**config.mk**
```make
export PLATFORM = sky130hd
export DESIGN_NAME = c_string_escape_encoder_top_flat
export DESIGN_NICKNAME = d
export VERILOG_FILES = /design/src/hdl/cse_pkg.sv /design/src/hdl/cse_if.sv /design/src/hdl/c_string_escape_encoder_top.sv /design/src/hdl/cse_front.sv /design/src/hdl/cse_queue.sv /design/src/hdl/cse_back.sv /design/src/flat_wrapper.sv
export SDC_FILE = /design/constraint.sdc
export NUM_CORES = 1
export LEC_CHECK = 0
export ABC_AREA = 1
export BUFFER_PORTS_ARGS = -buffer_cell sky130_fd_sc_hd__buf_2
export CAP_MARGIN = 20
export CORE_MARGIN = 10
export CORE_UTILIZATION = 65
export DETAILED_ROUTE_END_ITERATION = 7
export PLACE_DENSITY = 0.92
export SYNTH_ARGS = -nofsm -noshare
export SYNTH_HDL_FRONTEND = slang
export SYNTH_SLANG_ARGS = --single-unit
```
**constraint.sdc**
```tcl
create_clock -name clk -period 8.35 [get_ports clk]
set_clock_uncertainty 0.2 [all_clocks]
set_input_delay 0.835 -clock clk [delete_from_list [all_inputs] [get_ports clk]]
set_output_delay 0.835 -clock clk [all_outputs]
set_load 0.03 [all_outputs]
```
**src/hdl/cse_pkg.sv**
```systemverilog
package cse_pkg;

	localparam int CFG_W   = 10;
	localparam int INDEX_W = 3;
	localparam int COUNT_W = 11;
	localparam int MAIN_N  = 4;
	localparam int BRK_N   = 4;

	typedef enum logic [INDEX_W-1:0] {
		CFG_LINE_LIMIT  = 3'd0,
		CFG_BREAK_NL    = 3'd1,
		CFG_REPL_SQUOTE = 3'd2,
		CFG_ALLOW_BREAK = 3'd3,
		CFG_NUL_TERM    = 3'd4
	} cfg_index_t;

	typedef struct packed {
		logic [CFG_W-1:0] line_limit;
		logic             break_nl;
		logic             repl_squote;
		logic             allow_break;
		logic             nul_term;
	} cfg_t;

	// One queued run: up to four escape characters, optionally followed by a line break.
	typedef struct packed {
		logic [MAIN_N-1:0][7:0] main;
		logic [2:0]             main_len;
		logic                   brk;
	} run_t;

	localparam logic [7:0] CH_NUL    = 8'h00;
	localparam logic [7:0] CH_TAB    = 8'h09;
	localparam logic [7:0] CH_LF     = 8'h0A;
	localparam logic [7:0] CH_CR     = 8'h0D;
	localparam logic [7:0] CH_DQUOTE = 8'h22;
	localparam logic [7:0] CH_SQUOTE = 8'h27;
	localparam logic [7:0] CH_ZERO   = 8'h30;
	localparam logic [7:0] CH_NINE   = 8'h39;
	localparam logic [7:0] CH_QMARK  = 8'h3F;
	localparam logic [7:0] CH_UA     = 8'h41;
	localparam logic [7:0] CH_UF     = 8'h46;
	localparam logic [7:0] CH_BSLASH = 8'h5C;
	localparam logic [7:0] CH_LA     = 8'h61;
	localparam logic [7:0] CH_LF_HEX = 8'h66;
	localparam logic [7:0] CH_N      = 8'h6E;
	localparam logic [7:0] CH_R      = 8'h72;
	localparam logic [7:0] CH_T      = 8'h74;
	localparam logic [7:0] CH_X      = 8'h78;
	localparam logic [7:0] PRINT_LO  = 8'd32;
	localparam logic [7:0] PRINT_HI  = 8'd127;

	localparam logic [BRK_N-1:0][7:0] BRK_SEQ = {CH_DQUOTE, CH_LF, CH_CR, CH_DQUOTE};

	function automatic logic [7:0] hex_char(input logic [3:0] v);
		if (v < 4'd10)
			return CH_ZERO + {4'd0, v};
		else
			return CH_LA + {4'd0, v} - 8'd10;
	endfunction

endpackage

```
**src/hdl/cse_if.sv**
```systemverilog
interface cse_byte_if;
	logic       valid;
	logic       ready;
	logic [7:0] in_byte;
	logic       last_of_string;

	modport source(output valid, output in_byte, output last_of_string, input ready);
	modport sink(input valid, input in_byte, input last_of_string, output ready);
endinterface

interface cse_char_if;
	logic       valid;
	logic       ready;
	logic [7:0] out_char;
	logic       end_of_run;

	modport source(output valid, output out_char, output end_of_run, input ready);
	modport sink(input valid, input out_char, input end_of_run, output ready);
endinterface

```
**src/hdl/c_string_escape_encoder_top.sv**
```systemverilog
// Channel   Modport  Payload                     Beat
// byte_ch   sink     in_byte[7:0], last_of_string  valid & ready
// char_ch   source   out_char[7:0], end_of_run     valid & ready
// cfg       write    cfg_index[2:0], cfg_data[9:0] cfg_we
//
// One source byte is taken per cycle while the run queue has room; a byte expands
// to 1..8 output characters, delivered one per cycle by the back end while char_ch
// is ready. A zero byte in NUL mode yields nothing. Reset clears the queue, the
// escape state and the output register, and loads the register defaults. A stalled
// char_ch holds its beat; once the queue fills, byte_ch.ready drops.
module c_string_escape_encoder_top #(
	parameter int DEPTH = 4
) (
	input  logic                         clk,
	input  logic                         arst_n,
	input  logic                         cfg_we,
	input  logic [cse_pkg::INDEX_W-1:0]  cfg_index,
	input  logic [cse_pkg::CFG_W-1:0]    cfg_data,
	cse_byte_if.sink                     byte_ch,
	cse_char_if.source                   char_ch
);

	cse_pkg::cfg_t cfg_q;
	cse_pkg::run_t push_run, head;
	logic          push, push_ready, pop, head_valid;

	always_ff @(posedge clk or negedge arst_n) begin
		if (!arst_n) begin
			cfg_q.line_limit <= '0;
			cfg_q.break_nl <= 1'b0;
			cfg_q.repl_squote <= 1'b1;
			cfg_q.allow_break <= 1'b1;
			cfg_q.nul_term <= 1'b1;
		end else if (cfg_we) begin
			case (cfg_index)
				cse_pkg::CFG_LINE_LIMIT:  cfg_q.line_limit <= cfg_data;
				cse_pkg::CFG_BREAK_NL:    cfg_q.break_nl <= cfg_data[0];
				cse_pkg::CFG_REPL_SQUOTE: cfg_q.repl_squote <= cfg_data[0];
				cse_pkg::CFG_ALLOW_BREAK: cfg_q.allow_break <= cfg_data[0];
				cse_pkg::CFG_NUL_TERM:    cfg_q.nul_term <= cfg_data[0];
				default: ;
			endcase
		end
	end

	cse_front u_front (
		.clk     (clk),
		.arst_n  (arst_n),
		.cfg     (cfg_q),
		.byte_ch (byte_ch),
		.q_ready (push_ready),
		.push    (push),
		.run     (push_run)
	);

	cse_queue #(
		.DEPTH(DEPTH)
	) u_queue (
		.clk        (clk),
		.arst_n     (arst_n),
		.push       (push),
		.push_run   (push_run),
		.push_ready (push_ready),
		.pop        (pop),
		.head       (head),
		.head_valid (head_valid)
	);

	cse_back u_back (
		.clk        (clk),
		.arst_n     (arst_n),
		.head       (head),
		.head_valid (head_valid),
		.pop        (pop),
		.char_ch    (char_ch)
	);

endmodule

```
**src/hdl/cse_front.sv**
```systemverilog
module cse_front (
	input  logic          clk,
	input  logic          arst_n,
	input  cse_pkg::cfg_t cfg,
	cse_byte_if.sink      byte_ch,
	input  logic          q_ready,
	output logic          push,
	output cse_pkg::run_t run
);

	logic                        hex_q, q_seen_q;
	logic [cse_pkg::COUNT_W-1:0] count_q;

	logic                        accept, drop, nl, brk, last;
	logic                        hex_n, q_n, hex_d, q_d;
	logic                        printable, is_hex;
	logic [7:0]                  c;
	logic [2:0]                  add;
	logic [cse_pkg::COUNT_W:0]   sum;
	logic [cse_pkg::COUNT_W-1:0] cnt_after, count_d;

	assign byte_ch.ready = q_ready;
	assign accept = byte_ch.valid && q_ready;
	assign c = byte_ch.in_byte;
	assign last = byte_ch.last_of_string;

	assign printable = (c >= cse_pkg::PRINT_LO) && (c < cse_pkg::PRINT_HI);
	assign is_hex = (c >= cse_pkg::CH_ZERO && c <= cse_pkg::CH_NINE)
		|| (c >= cse_pkg::CH_LA && c <= cse_pkg::CH_LF_HEX)
		|| (c >= cse_pkg::CH_UA && c <= cse_pkg::CH_UF);

	always_comb begin
		run.main = '0;
		run.main_len = 3'd0;
		add = 3'd0;
		hex_n = hex_q;
		q_n = q_seen_q;
		nl = 1'b0;
		drop = 1'b0;
		if (c == cse_pkg::CH_NUL && cfg.nul_term) begin
			drop = 1'b1;
		end else if (c == cse_pkg::CH_TAB || c == cse_pkg::CH_CR || c == cse_pkg::CH_LF
			|| c == cse_pkg::CH_BSLASH || c == cse_pkg::CH_DQUOTE
			|| (c == cse_pkg::CH_SQUOTE && cfg.repl_squote)) begin
			run.main[0] = cse_pkg::CH_BSLASH;
			if (c == cse_pkg::CH_TAB)
				run.main[1] = cse_pkg::CH_T;
			else if (c == cse_pkg::CH_CR)
				run.main[1] = cse_pkg::CH_R;
			else if (c == cse_pkg::CH_LF)
				run.main[1] = cse_pkg::CH_N;
			else
				run.main[1] = c;
			run.main_len = 3'd2;
			add = 3'd2;
			hex_n = 1'b0;
			q_n = 1'b0;
			nl = (c == cse_pkg::CH_LF) && cfg.break_nl;
		end else if (c == cse_pkg::CH_QMARK) begin
			if (q_seen_q) begin
				run.main[0] = cse_pkg::CH_BSLASH;
				run.main[1] = cse_pkg::CH_QMARK;
				run.main_len = 3'd2;
				add = 3'd2;
				q_n = 1'b0;
			end else begin
				run.main[0] = cse_pkg::CH_QMARK;
				run.main_len = 3'd1;
				add = 3'd1;
				q_n = 1'b1;
			end
			hex_n = 1'b0;
		end else if (c == cse_pkg::CH_NUL) begin
			run.main[0] = cse_pkg::CH_BSLASH;
			run.main[1] = cse_pkg::CH_ZERO;
			run.main_len = 3'd2;
			add = 3'd2;
			hex_n = 1'b1;
			q_n = 1'b0;
		end else if (printable && !(hex_q && is_hex)) begin
			run.main[0] = c;
			run.main_len = 3'd1;
			add = 3'd1;
			hex_n = 1'b0;
			q_n = 1'b0;
		end else if (cfg.allow_break && hex_q && printable) begin
			run.main[0] = cse_pkg::CH_DQUOTE;
			run.main[1] = cse_pkg::CH_DQUOTE;
			run.main[2] = c;
			run.main_len = 3'd3;
			add = 3'd3;
			hex_n = 1'b0;
			q_n = 1'b0;
		end else begin
			run.main[0] = cse_pkg::CH_BSLASH;
			run.main[1] = cse_pkg::CH_X;
			run.main[2] = cse_pkg::hex_char(c[7:4]);
			run.main[3] = cse_pkg::hex_char(c[3:0]);
			run.main_len = 3'd4;
			add = 3'd4;
			hex_n = 1'b1;
			q_n = 1'b0;
		end
	end

	// The counter saturates rather than wrapping.
	assign sum = {1'b0, count_q} + {{(cse_pkg::COUNT_W-2){1'b0}}, add};
	assign cnt_after = sum[cse_pkg::COUNT_W] ? {cse_pkg::COUNT_W{1'b1}}
		: sum[cse_pkg::COUNT_W-1:0];

	assign brk = (nl || (cfg.line_limit != '0 && cnt_after >= {1'b0, cfg.line_limit}))
		&& (cfg.nul_term || !last);
	assign run.brk = brk;

	always_comb begin
		count_d = brk ? '0 : cnt_after;
		hex_d = brk ? 1'b0 : hex_n;
		q_d = q_n;
		if (drop || (!cfg.nul_term && last)) begin
			count_d = '0;
			hex_d = 1'b0;
			q_d = 1'b0;
		end
	end

	assign push = accept && !drop;

	always_ff @(posedge clk or negedge arst_n) begin
		if (!arst_n) begin
			hex_q <= 1'b0;
			q_seen_q <= 1'b0;
			count_q <= '0;
		end else if (accept) begin
			hex_q <= hex_d;
			q_seen_q <= q_d;
			count_q <= count_d;
		end
	end

endmodule

```
**src/hdl/cse_queue.sv**
```systemverilog
module cse_queue #(
	parameter int DEPTH = 4
) (
	input  logic          clk,
	input  logic          arst_n,
	input  logic          push,
	input  cse_pkg::run_t push_run,
	output logic          push_ready,
	input  logic          pop,
	output cse_pkg::run_t head,
	output logic          head_valid
);

	localparam int PTR_W = (DEPTH > 1) ? $clog2(DEPTH) : 1;
	localparam int CNT_W = $clog2(DEPTH + 1);
	localparam logic [PTR_W-1:0] LAST_PTR = PTR_W'(DEPTH - 1);
	localparam logic [CNT_W-1:0] FULL_CNT = CNT_W'(DEPTH);

	cse_pkg::run_t    mem [DEPTH];
	logic [PTR_W-1:0] wr_q, rd_q;
	logic [CNT_W-1:0] count_q;

	assign push_ready = (count_q != FULL_CNT);
	assign head_valid = (count_q != '0);
	assign head = mem[rd_q];

	always_ff @(posedge clk) begin
		if (push)
			mem[wr_q] <= push_run;
	end

	always_ff @(posedge clk or negedge arst_n) begin
		if (!arst_n) begin
			wr_q <= '0;
			rd_q <= '0;
			count_q <= '0;
		end else begin
			if (push)
				wr_q <= (wr_q == LAST_PTR) ? '0 : wr_q + 1'b1;
			if (pop)
				rd_q <= (rd_q == LAST_PTR) ? '0 : rd_q + 1'b1;
			if (push && !pop)
				count_q <= count_q + 1'b1;
			else if (pop && !push)
				count_q <= count_q - 1'b1;
		end
	end

	a_no_overflow: assert property (@(posedge clk) disable iff (!arst_n)
		count_q <= FULL_CNT) else $error("queue count above depth");
	a_no_underflow: assert property (@(posedge clk) disable iff (!arst_n)
		pop |-> count_q != '0) else $error("pop from empty queue");
	a_push_has_room: assert property (@(posedge clk) disable iff (!arst_n)
		push |-> push_ready) else $error("push into full queue");

endmodule

```
**src/hdl/cse_back.sv**
```systemverilog
module cse_back (
	input  logic          clk,
	input  logic          arst_n,
	input  cse_pkg::run_t head,
	input  logic          head_valid,
	output logic          pop,
	cse_char_if.source    char_ch
);

	logic [2:0] idx_q;
	logic       valid_q, end_q;
	logic [7:0] char_q;

	logic       adv, last_char;
	logic [3:0] total;
	logic [2:0] brk_idx;
	logic [7:0] next_char;

	assign total = {1'b0, head.main_len} + (head.brk ? 4'd4 : 4'd0);
	assign last_char = ({1'b0, idx_q} == total - 4'd1);
	assign brk_idx = idx_q - head.main_len;
	assign next_char = (idx_q < head.main_len) ? head.main[idx_q[1:0]]
		: cse_pkg::BRK_SEQ[brk_idx[1:0]];

	// The output register refills whenever it is empty or its beat is taken.
	assign adv = !valid_q || char_ch.ready;
	assign pop = adv && head_valid && last_char;

	assign char_ch.valid = valid_q;
	assign char_ch.out_char = char_q;
	assign char_ch.end_of_run = end_q;

	always_ff @(posedge clk or negedge arst_n) begin
		if (!arst_n) begin
			valid_q <= 1'b0;
			idx_q <= '0;
		end else if (adv) begin
			valid_q <= head_valid;
			if (head_valid)
				idx_q <= last_char ? '0 : idx_q + 1'b1;
		end
	end

	always_ff @(posedge clk) begin
		if (adv && head_valid) begin
			char_q <= next_char;
			end_q <= last_char;
		end
	end

	a_idx_in_run: assert property (@(posedge clk) disable iff (!arst_n)
		head_valid |-> {1'b0, idx_q} < total) else $error("character index past run");
	a_idx_restart: assert property (@(posedge clk) disable iff (!arst_n)
		pop |=> idx_q == '0) else $error("index not restarted after run");
	a_beat_held: assert property (@(posedge clk) disable iff (!arst_n)
		valid_q && !char_ch.ready |=> valid_q && $stable(char_q) && $stable(end_q))
		else $error("stalled beat changed");

endmodule

```
**src/flat_wrapper.sv**
```systemverilog
// flat-port wrapper written by rule: the top's interface ports become plain ports
module c_string_escape_encoder_top_flat 
#(
	parameter int DEPTH = 4
)
  (clk, arst_n, cfg_we, cfg_index, cfg_data, byte_ch_valid, byte_ch_in_byte, byte_ch_last_of_string, byte_ch_ready, char_ch_valid, char_ch_out_char, char_ch_end_of_run, char_ch_ready);
  cse_byte_if byte_ch_i ();
  cse_char_if char_ch_i ();
  input  logic clk;
  input  logic arst_n;
  input  logic cfg_we;
  input  logic [cse_pkg::INDEX_W-1:0] cfg_index;
  input  logic [cse_pkg::CFG_W-1:0] cfg_data;
  input wire logic [$bits(byte_ch_i.valid)-1:0] byte_ch_valid;
  input wire logic [$bits(byte_ch_i.in_byte)-1:0] byte_ch_in_byte;
  input wire logic [$bits(byte_ch_i.last_of_string)-1:0] byte_ch_last_of_string;
  output wire logic [$bits(byte_ch_i.ready)-1:0] byte_ch_ready;
  output wire logic [$bits(char_ch_i.valid)-1:0] char_ch_valid;
  output wire logic [$bits(char_ch_i.out_char)-1:0] char_ch_out_char;
  output wire logic [$bits(char_ch_i.end_of_run)-1:0] char_ch_end_of_run;
  input wire logic [$bits(char_ch_i.ready)-1:0] char_ch_ready;
  assign byte_ch_i.valid = byte_ch_valid;
  assign byte_ch_i.in_byte = byte_ch_in_byte;
  assign byte_ch_i.last_of_string = byte_ch_last_of_string;
  assign byte_ch_ready = byte_ch_i.ready;
  assign char_ch_valid = char_ch_i.valid;
  assign char_ch_out_char = char_ch_i.out_char;
  assign char_ch_end_of_run = char_ch_i.end_of_run;
  assign char_ch_i.ready = char_ch_ready;
  c_string_escape_encoder_top #(.DEPTH(DEPTH)) u_core (.clk(clk), .arst_n(arst_n), .cfg_we(cfg_we), .cfg_index(cfg_index), .cfg_data(cfg_data), .byte_ch(byte_ch_i), .char_ch(char_ch_i));
endmodule
```
==> results.toml <==
[clock_tree]
cts_resized = 0
cts_tree = "done"
post_cts_buffers = 0
cts_sinks = 187
cts_buffers = 17
clock_latency_ns = 0.43
root_buffer = "clkbuf_16"
cts_buffer_depth = 2
cts-htree-levels = 4
clkTransAtPathRegs_ns = 0.07
cts_hold_buffers = 0

[worst_setup_path]
critPathLaunchType = "primary input"
regToRegStartpoint = "u_core.u_queue.rd_q[0]$_DFFE_PN0P_"
crit_start = "byte_ch_in_byte[5]"
end_kind = "register"
cp_data_arrival_time_ns = 5.23
critPathRequiredTime_ns = 8.33
critPathKind = "primary input to register"
crit_top_cell = "nand2_1"
crit_slowest_cell = "a31oi_1"
cpPeakStageDelay_ns = 0.49
cp_max_fo = 8

[global_route]
antenna_found_initial = 0
grt_pass1_wl_um = 33500
track_usage_pct = 21.4
globalRoute.totalOverflow = 0
grt_max_degree = 74
grt_pass1_vias = 6529

[floorplan]
boundaryPins = 38
die_x_um = 139
core_um2 = 13900
initial_core_util_pct = 66.6
die_y_um = 139
rows = 43
die_area_um2 = 19500

[yosys]
syn_inst = 887
yosysSeqAreaShare_pct = 58.5
async_reset_ff_share_pct = 20.3
yosys_warnings = 0
synth_edf_count = 149
synth_ff_type = "edfxtp_1"
yosys.area.top_type_share_pct = 48.2
syn_avg_cell_area_um2 = 10.5
synthTopCellsByArea = "edfxtp_1 48%, dfrtp_1 9.4%, o21ai_0 5.2%"
yosysTopAreaCell = "edfxtp_1"
syn_area_um2 = 9280
ys_seq_elements = 187
synth_cell_types = 51

[placement]
numPortBuffers = 37
gp_congestion = 0.907
dp_hpwl_um = 13500

[route]
drt_pass1_iterations = 5
via_count = 6828
post-route-drc-count = 0
wl_per_cell_um = 18.8
routed_wl_um = 21200
ant_nets = 0
drt_iter0_markers = 911
viasPerCell = 6.05

[layout]
nNetsFinal = 1002
n_antenna_cell = 0
area_delta_synth_final_pct = 12.1
drive_gt1_share_pct = 15.2
utilization_pct = 74.6

[timing]
hold_slack_ns = 0.294
worst_slew_pin_slew_ns = 0.852
period_share_pct = 62.9
final_max_slew_viol_count = 0
max_freq_ghz = 0.190
rsz0062_at_grt = "no"
layout_min_cycle_time_ns = 5.25
setup_violations = 0
setup_tns_ns = 0
hold_viol = 0
slew_headroom_pct = 43.2

[worst_hold_path]
hp-start = "u_core.cfg_q[2]$_DFFE_PN1P_"
hold_class = "register to register"

[pwr]
powerDensity_nw_per_um2 = 344
irDropWorstVdd_v = 0.000202
p_leak_nw = 4.24

[run]
drv_cap = 0

[run_status]
status = "completed"
[Yosys cell counts, types with 10 or more instances]
cell type,count
a21oi_1,32
clkbuf_1,23
dfrtp_1,35
edfxtp_1,149
ha_1,37
inv_1,79
inv_2,10
nand2_1,126
nand3_1,32
nor2_1,120
o21ai_0,96
o221ai_1,14
o22ai_1,19
[worst paths after layout]
kind	end	slack [ns]	depth (start not counted)
max	u_core.u_queue.mem[3][0]$_DFFE_PP_	3.10	29
min	u_core.cfg_q[2]$_DFFE_PN1P_	0.29	2
max reg2reg	u_core.u_queue.count_q[1]$_DFFE_PN0P_	3.10	17
min reg2reg	u_core.cfg_q[2]$_DFFE_PN1P_	0.29	2
max in group asynchronous	u_core.u_queue.rd_q[0]$_DFFE_PN0P_	7.07	1
min in group asynchronous	u_core.u_queue.count_q[2]$_DFFE_PN0P_	0.30	1
[metal layers]
metal | part of all wire [%] | vias up | GRT usage, %
met1 | 39 | 3226 | 27.5
met4 | 2.4 | 0 | 7.25
li1 | - | 3179 | -
met3 | 9.3 | 55 | 4.15
met5 | 0 | - | 0
met2 | 49 | 368 | 35.4
[logic make-up after synthesis]
logic type      after synthesis  share of synthesized area, %
fa+ha+maj                    40                          5.63
xor+xnor                     10                         0.944
buf+inv                     123                          5.26
compound gates              197                          12.7
flops                       187                          58.5
other cells                   1                        0.0404
simple gates                329                          17.0
[cell type report]
cell class	count	area, µm²
sequential	187	5430
timing repair buffer	46	310
fill	888	3530
inverter	95	364
clock buffer	17	425
clock inverter	15	209
tap	180	225
multi-input combinational	588	3440
[flip-flops by register name, indices dropped and copies added, names as in the netlist]
name,count
u_core.u_front.q_seen_q,1
u_core.u_queue.wr_q,2
u_core.u_back.char_ch.out_char,8
u_core.u_back.char_ch.end_of_run,1
u_core.u_queue.rd_q,2
u_core.u_queue.count_q,3
u_core.u_back.idx_q,3
u_core.u_front.count_q,11
u_core.u_back.char_ch.valid,1
u_core.u_queue.mem,140
u_core.cfg_q,14
u_core.u_front.hex_q,1
[through the flow]
| stage | setup WS, ns | std cells | cell area [µm²] | power, mW |
|---|---|---|---|---|
| 2_1_floorplan | 3.52 | 898 | 9320 | 2.28 |
| 3_3_place_gp | 2.98 | 1092 | 9680 | 2.60 |
| 3_5_place_dp | 2.79 | 1092 | 9680 | 2.67 |
| 4_1_cts | 3.13 | 1124 | 10300 | 3.55 |
| 5_1_grt | 2.71 | 1128 | 10400 | 3.78 |
| 6_report | 3.10 | 1128 | 10400 | 3.58 |
[worst max-delay path: cells and delay by family]
kind                       cells  cell delay, ns
adders and majority gates      3            0.89
buffers and inverters          5            0.78
AOI/OAI and AO/OA              3            0.79
and+or+nand+nor               18            1.93
[power by group]
group / internal [mW] / switching [mW] / total [mW]
sequential: 1.27 / 0.0889 / 1.36
combinational: 0.431 / 0.930 / 1.36
clock: 0.507 / 0.353 / 0.860
[layout by cell type (no fill, tap or decap), drive strengths merged, types with 9 or more instances in the layout]
cell,n
o221ai,14
conb,12
o22ai,22
inv,98
o21ai,101
ha,37
nor2,132
buf,46
nand4,9
edfxtp,149
dfrtp,35
nand2,140
clkbuf,17
a21oi,37
nand3,36
Note: power is estimated with default switching activity, not from simulation.
